==> src/rtl/leb_pkg.sv <==
// Shared types and constants for the LEB128 decoder.
// No dependencies; used by every module of the block.
`timescale 1ns / 1ps
`default_nettype none

package leb_pkg;

  localparam int LEB_WORD_BITS  = 64;
  localparam int LEB_GROUP_BITS = 7;
  localparam int LEB_SHIFT_W    = 7;
  localparam int LEB_COUNT_W    = 8;
  localparam int LEB_MAX_BYTES  = 10;
  localparam int LEB_Q_DEPTH    = 2;
  localparam int LEB_Q_PTR_W    = (LEB_Q_DEPTH > 1) ? $clog2(LEB_Q_DEPTH) : 1;
  localparam int LEB_Q_CNT_W    = $clog2(LEB_Q_DEPTH + 1);

  typedef struct packed {
    logic [7:0] data_byte;
    logic       is_signed;
  } in_t;

  typedef struct packed {
    logic [63:0] value_bits;
    logic [7:0]  byte_count;
    logic        too_long;
  } out_t;

  // Classified byte as held in the queue between front and back.
  typedef struct packed {
    logic [LEB_GROUP_BITS-1:0] payload;
    logic                      last;
    logic                      sext;   // signed tag and sign bit both set, on the terminating byte only
  } q_entry_t;

  typedef struct packed {
    logic full;
    logic empty;
  } q_status_t;

endpackage

`default_nettype wire

==> src/rtl/leb128_decoder_core.sv <==
// Top level of the LEB128 varint decoder (up to 64-bit values).
// Depends on leb_pkg, leb_front, leb_queue, leb_back.
//
//   channel | direction | payload         | handshake
//   in      | input     | leb_pkg::in_t   | in_valid / in_ready
//   out     | output    | leb_pkg::out_t  | out_valid / out_ready
//
// One byte per cycle while the queue is not full; a byte goes front -> 2-entry queue -> back end.
// out_valid is registered and rises at the clock edge that pops the final byte from the queue.
// The accumulate step (one 64-bit shift and OR) sets the per-byte cost.
// Reset (rst_n low, synchronous) empties the queue and clears the partial value.
// An out stall blocks only final bytes; the queue absorbs the front meanwhile.
`timescale 1ns / 1ps
`default_nettype none

module leb128_decoder_core #(
  parameter int MAX_BYTES = leb_pkg::LEB_MAX_BYTES
) (
  input  wire                clk,
  input  wire                rst_n,
  input  wire                in_valid,
  output logic               in_ready,
  input  wire leb_pkg::in_t  in_data,
  output logic               out_valid,
  input  wire                out_ready,
  output leb_pkg::out_t      out_data
);

  leb_pkg::q_status_t q_status;
  leb_pkg::q_entry_t  push_entry;
  leb_pkg::q_entry_t  pop_entry;
  logic               push_valid;
  logic               pop_valid;
  logic               pop_ready;

  leb_front u_front (
    .in_valid   (in_valid),
    .in_ready   (in_ready),
    .in_data    (in_data),
    .q_status   (q_status),
    .push_valid (push_valid),
    .push_entry (push_entry)
  );

  leb_queue u_queue (
    .clk        (clk),
    .rst_n      (rst_n),
    .push_valid (push_valid),
    .push_entry (push_entry),
    .q_status   (q_status),
    .pop_ready  (pop_ready),
    .pop_valid  (pop_valid),
    .pop_entry  (pop_entry)
  );

  leb_back #(
    .MAX_BYTES (MAX_BYTES)
  ) u_back (
    .clk       (clk),
    .rst_n     (rst_n),
    .pop_valid (pop_valid),
    .pop_ready (pop_ready),
    .pop_entry (pop_entry),
    .out_valid (out_valid),
    .out_ready (out_ready),
    .out_data  (out_data)
  );

endmodule

`default_nettype wire

==> src/rtl/leb_front.sv <==
// Front end: takes input bytes and classifies them into queue entries.
// Depends on leb_pkg.
`timescale 1ns / 1ps
`default_nettype none

module leb_front (
  input  wire                     in_valid,
  output logic                    in_ready,
  input  wire leb_pkg::in_t       in_data,
  input  wire leb_pkg::q_status_t q_status,
  output logic                    push_valid,
  output leb_pkg::q_entry_t       push_entry
);

  assign in_ready   = !q_status.full;
  assign push_valid = in_valid;

  always_comb begin
    push_entry.payload = in_data.data_byte[6:0];
    push_entry.last    = !in_data.data_byte[7];
    // only the tag of the terminating byte counts
    push_entry.sext    = in_data.is_signed & in_data.data_byte[6] & !in_data.data_byte[7];
  end

endmodule

`default_nettype wire

==> src/rtl/leb_queue.sv <==
// Short queue of classified bytes between front and back end.
// Depends on leb_pkg.
`timescale 1ns / 1ps
`default_nettype none

module leb_queue (
  input  wire                    clk,
  input  wire                    rst_n,
  input  wire                    push_valid,
  input  wire leb_pkg::q_entry_t push_entry,
  output leb_pkg::q_status_t     q_status,
  input  wire                    pop_ready,
  output logic                   pop_valid,
  output leb_pkg::q_entry_t      pop_entry
);

  localparam int PW = leb_pkg::LEB_Q_PTR_W;
  localparam int CW = leb_pkg::LEB_Q_CNT_W;

  leb_pkg::q_entry_t mem_r [leb_pkg::LEB_Q_DEPTH];
  logic [PW-1:0] wr_ptr_r, wr_ptr_nxt;
  logic [PW-1:0] rd_ptr_r, rd_ptr_nxt;
  logic [CW-1:0] count_r, count_nxt;
  logic          push, pop;

  assign q_status.full  = (count_r == CW'(leb_pkg::LEB_Q_DEPTH));
  assign q_status.empty = (count_r == '0);
  assign pop_valid      = !q_status.empty;
  assign pop_entry      = mem_r[rd_ptr_r];

  assign push = push_valid && !q_status.full;
  assign pop  = pop_valid && pop_ready;

  always_comb begin
    wr_ptr_nxt = wr_ptr_r;
    rd_ptr_nxt = rd_ptr_r;
    count_nxt  = count_r;
    if (push) begin
      wr_ptr_nxt = (wr_ptr_r == PW'(leb_pkg::LEB_Q_DEPTH - 1)) ? '0 : wr_ptr_r + PW'(1);
    end
    if (pop) begin
      rd_ptr_nxt = (rd_ptr_r == PW'(leb_pkg::LEB_Q_DEPTH - 1)) ? '0 : rd_ptr_r + PW'(1);
    end
    if (push && !pop) begin
      count_nxt = count_r + CW'(1);
    end else if (pop && !push) begin
      count_nxt = count_r - CW'(1);
    end
  end

  always_ff @(posedge clk) begin
    if (!rst_n) begin
      wr_ptr_r <= '0;
      rd_ptr_r <= '0;
      count_r  <= '0;
    end else begin
      wr_ptr_r <= wr_ptr_nxt;
      rd_ptr_r <= rd_ptr_nxt;
      count_r  <= count_nxt;
    end
  end

  always_ff @(posedge clk) begin
    if (push) begin
      mem_r[wr_ptr_r] <= push_entry;
    end
  end

endmodule

`default_nettype wire

==> src/rtl/leb_back.sv <==
// Back end: accumulates payload groups and emits finished values
// through an output register. Depends on leb_pkg.
`timescale 1ns / 1ps
`default_nettype none

module leb_back #(
  parameter int MAX_BYTES = leb_pkg::LEB_MAX_BYTES
) (
  input  wire                    clk,
  input  wire                    rst_n,
  input  wire                    pop_valid,
  output logic                   pop_ready,
  input  wire leb_pkg::q_entry_t pop_entry,
  output logic                   out_valid,
  input  wire                    out_ready,
  output leb_pkg::out_t          out_data
);

  localparam int SW = leb_pkg::LEB_SHIFT_W;
  localparam int NW = leb_pkg::LEB_COUNT_W;
  localparam int WB = leb_pkg::LEB_WORD_BITS;

  logic [WB-1:0] acc_r, acc_nxt;
  logic [SW-1:0] shift_r, shift_nxt;
  logic [NW-1:0] cnt_r, cnt_nxt;
  logic          out_valid_r, out_valid_nxt;
  leb_pkg::out_t out_data_r, out_data_nxt;

  logic          in_range;
  logic [WB-1:0] acc_sum;
  logic [SW-1:0] shift_sum;
  logic [NW-1:0] cnt_sum;
  logic [WB-1:0] value;
  logic          pop;

  assign out_valid = out_valid_r;
  assign out_data  = out_data_r;

  // a continuation byte never waits; a final byte needs the output slot
  assign pop_ready = !pop_entry.last || !out_valid_r || out_ready;
  assign pop       = pop_valid && pop_ready;

  always_comb begin
    in_range  = !shift_r[SW-1];   // shift below 64
    acc_sum   = acc_r;
    shift_sum = shift_r;
    if (in_range) begin
      acc_sum   = acc_r | (WB'(pop_entry.payload) << shift_r[SW-2:0]);
      shift_sum = shift_r + SW'(leb_pkg::LEB_GROUP_BITS);
    end
    cnt_sum = (cnt_r == {NW{1'b1}}) ? cnt_r : cnt_r + NW'(1);

    value = acc_sum;
    if (pop_entry.sext && !shift_sum[SW-1]) begin
      value = acc_sum | ({WB{1'b1}} << shift_sum[SW-2:0]);
    end

    acc_nxt       = acc_r;
    shift_nxt     = shift_r;
    cnt_nxt       = cnt_r;
    out_valid_nxt = out_valid_r && !out_ready;
    out_data_nxt  = out_data_r;

    if (pop) begin
      if (pop_entry.last) begin
        acc_nxt                 = '0;
        shift_nxt               = '0;
        cnt_nxt                 = '0;
        out_valid_nxt           = 1'b1;
        out_data_nxt.value_bits = value;
        out_data_nxt.byte_count = cnt_sum;
        out_data_nxt.too_long   = (cnt_sum > NW'(MAX_BYTES));
      end else begin
        acc_nxt   = acc_sum;
        shift_nxt = shift_sum;
        cnt_nxt   = cnt_sum;
      end
    end
  end

  always_ff @(posedge clk) begin
    if (!rst_n) begin
      acc_r       <= '0;
      shift_r     <= '0;
      cnt_r       <= '0;
      out_valid_r <= 1'b0;
    end else begin
      acc_r       <= acc_nxt;
      shift_r     <= shift_nxt;
      cnt_r       <= cnt_nxt;
      out_valid_r <= out_valid_nxt;
    end
  end

  always_ff @(posedge clk) begin
    out_data_r <= out_data_nxt;
  end

endmodule

`default_nettype wire

==> config.mk <==
export PLATFORM = sky130hd
export DESIGN_NAME = leb128_decoder_core
export DESIGN_NICKNAME = d
export VERILOG_FILES = /design/src/rtl/leb_pkg.sv /design/src/rtl/leb128_decoder_core.sv /design/src/rtl/leb_front.sv /design/src/rtl/leb_queue.sv /design/src/rtl/leb_back.sv
export SDC_FILE = /design/constraint.sdc
export NUM_CORES = 1
export LEC_CHECK = 0
export BUFFER_PORTS_ARGS = -buffer_cell sky130_fd_sc_hd__buf_2
export CELL_PAD_IN_SITES_DETAIL_PLACEMENT = 0
export CELL_PAD_IN_SITES_GLOBAL_PLACEMENT = 1
export CORE_ASPECT_RATIO = 2
export CORE_MARGIN = 5
export CORE_UTILIZATION = 35
export DETAILED_ROUTE_END_ITERATION = 6
export GPL_ROUTABILITY_DRIVEN = 1
export PLACE_DENSITY = 0.67
export SLEW_MARGIN = 15
export SYNTH_ARGS = -nofsm -noshare
export SYNTH_HDL_FRONTEND = slang
export SYNTH_SLANG_ARGS = --single-unit
==> constraint.sdc <==
create_clock -name clk -period 4.5 [get_ports clk]
set_input_delay 0 -clock clk [delete_from_list [all_inputs] [get_ports clk]]
set_output_delay 0 -clock clk [all_outputs]
set_load 0.05 [all_outputs]
==> metrics.yaml <==
status: "finished, final reports clean"
firstDrtPassIters: 5
crit_path_top_delay_cell: "and3_1"
slew_headroom_pct: 32.58
tightest_slew_ns: 1.011
arrival_ns: 3.61
port_buffers: 87
yosys-top-cells-count: "91 x edfxtp_1, 85 x dfxtp_1, 70 x nand2_1, 63 x nor2_1, 49 x a21oi_1"
crit_chain: "clkinv_1 -> ha_1 -> nand2b_1 -> a311oi_4 -> and3_1 -> o21ai_1 -> o21ai_1"
nNetsFinal: 901
die-area_um2: 27590
dp_hpwl_mm: 21.10
syn_area_per_cell_um2: 10.58
cts_tree: "done"
synth-async-reset-ratio_pct: 0
synth_cells: 800
row_count: 80
synth_edf_count: 91
leakage_uw: 0.003603
maxSlewViolCount: 0
drc: 0
drv_cap: 0
slowest_delay_ns: 0.77
syn-cell-area_um2: 8467
grt_pass1_wl_mm: 42.22
start_util_pct: 35.54
die-height_um: 230.0
fmax_mhz: 301.8
drt_wl_total_mm: 28.30
period_share_pct: 73.63
synth_fp_nets: 816
hold_ws_ns: 0.08813
antenna_found_initial: 0
post_cts_buffers: 0
synth-seq-cells: 176
synth_ff_type: "edfxtp_1"
p_per_area_nw_per_um2: 779.9
insertion_delay_ns: 0.45
layout.cells.non_filler: 1185
hold_class: "input pin to flop"
crit_type: "flop to flop"
via_per_inst: 5.831
stdcell_area_um2: 9882
grt_max_degree: 55
gp_congestion: 0.9087
fp.dieW_um: 120.0
synth_cell_type_count: 83
critical_path_peak_fanout: 14
synth.largest_area_cell: "edfxtp_1"
ios: 88
n_antenna_cell: 0
core_area_um2: 23820
setup_viol_count_final: 0
ys_warn_count: 0
yosysSeqAreaShare_pct: 52.37
grt_pass1_vias: 6907
startpoint_type: "flop"
grtUsageTotal_pct: 20.51
worstPathRequired_ns: 4.79
avgRoutedWirePerCell_um: 23.88
cp_common_cell: "o21ai_1"
yosysTopAreaCellShare_pct: 32.27
ir_drop_uv: 298.5
endpoint_kind: "flop"
rsz0062_at_grt: "false"
dp.cells: 1142
gr-total-overflow: 0
clk_pin_slew_ns: 0.07
tns_ns: 0
synth.area.top_cells: "edfxtp_1 32%, dfxtp_1 20%, nand2_1 3.1%, a21oi_1 2.9%, nor2_1 2.8%"
drt_iter0_drc: 619
htree_levels: 4
cts_buffer_depth: 2
drive_gt1_share_pct: 20.38
period_minus_slack_ns: 3.313
yosysMostFrequentCell: "edfxtp_1"
num_vias: 6910
placed_cell_area_um2: 9158
skew_ns: 0.01058
root_buffer: "clkbuf_16"
cts_sinks: 176
synthToLayoutAreaGrowth_pct: 16.71
antenna_left: 0
cts_buffers: 17
hold_viol: 0
==> what timing repair did <==
action	CTS	global route
hold buffers	11	0
resized for setup	0	0
endpoints found under the hold margin	20	0
==> where the power goes <==
group          switching, uW  internal (uW)
registers                142           2190
logic                   2790           1020
clock network            677            886
total                   3610           4100
==> final timing paths <==
path / from / endpoint / slack, ns / depth (start not counted)
min: rst_n / u_queue.wr_ptr_r / 0.09 / 2
min reg2reg: u_back.acc_r[5] / u_back.acc_r[5] / 0.46 / 2
max: u_back.shift_r[0] / u_back.out_data[31] / 1.19 / 7
max reg2reg: u_back.shift_r[0] / u_back.out_data[31] / 1.19 / 7
==> layer usage <==
layer	part of all wire, %	global-route usage (%)	wire length, um	up-vias
met1	34	19.77	9654	3359
met3	4.4	3.763	1258	89
li1	-	-	-	3221
met4	8.1	15.42	2284	0
met2	53	37.79	15100	241
met5	0	0	0	-
==> through the flow <==
stage,utilization [%],setup slack [ns],total power [uW]
2_1_floorplan,-,0.9105,5038
3_3_place_gp,38.44,1.388,6147
3_5_place_dp,38.44,1.251,6158
4_1_cts,41.48,1.235,7726
5_1_grt,41.48,1.076,8039
6_report,41.48,1.187,7707
==> worst max-delay path, delay by kind of cell, from the launching register on <==
kind                     cells  cell delay [ns]
flip-flops                   1             0.32
AO/OA/AOI/OAI                3             1.25
AND/OR/NAND/NOR              2             0.96
adder cells (fa/ha/maj)      1             0.43
buffers and inverters        1             0.20
==> placed cells by master (no fill, tap or decap), types with 9 or more instances in the layout <==
| cell type | instances |
|---|---|
| nor3_1 | 15 |
| nand2_1 | 70 |
| o211ai_1 | 10 |
| nand3_1 | 14 |
| edfxtp_1 | 91 |
| and2_1 | 13 |
| clkbuf_16 | 17 |
| and3_1 | 9 |
| o21ai_1 | 13 |
| nor2b_1 | 25 |
| o21ai_0 | 30 |
| nor2_1 | 62 |
| a31oi_1 | 18 |
| nand2b_1 | 9 |
| buf_2 | 87 |
| o22ai_1 | 10 |
| buf_4 | 21 |
| dfxtp_1 | 85 |
| dlygate4sd3_1 | 11 |
| a22oi_1 | 9 |
| a221oi_1 | 10 |
| a221o_1 | 14 |
| a211o_1 | 13 |
| o221ai_1 | 11 |
| inv_1 | 21 |
| a21oi_1 | 48 |
==> sequential cells by signal, summed over array words and instances (netlist names), named ones only <==
register	flops
u_back.shift_r	7
u_back.acc_r	64
u_queue.rd_ptr_r	1
u_queue.mem_r	18
u_queue.wr_ptr_r	1
u_back.out_data	73
u_back.out_valid	1
u_back.cnt_r	8
u_queue.count_r	2
==> cell families (layout without fill, tap and decap cells) <==
kind of cell | count (synthesis) | count (layout) | synth area share (%)
mux | 26 | 26 | 4.803
flops | 176 | 176 | 52.37
compound gates | 248 | 248 | 21.58
simple gates | 261 | 261 | 15.59
buf+inv | 77 | 175 | 4.286
xor+xnor | 9 | 9 | 0.9309
fa+ha+maj | 3 | 3 | 0.4434
==> area by class of cell <==
type / count / area (um2)
tap: 287 / 359.1
multi-input combinational: 547 / 3681
timing repair buffer: 119 / 703.2
inverter: 24 / 90.09
fill: 2391 / 13940
sequential: 176 / 4434
clock buffer: 19 / 432.9
clock inverter: 13 / 181.4
No activity file was read; power rests on OpenSTA's default activity.
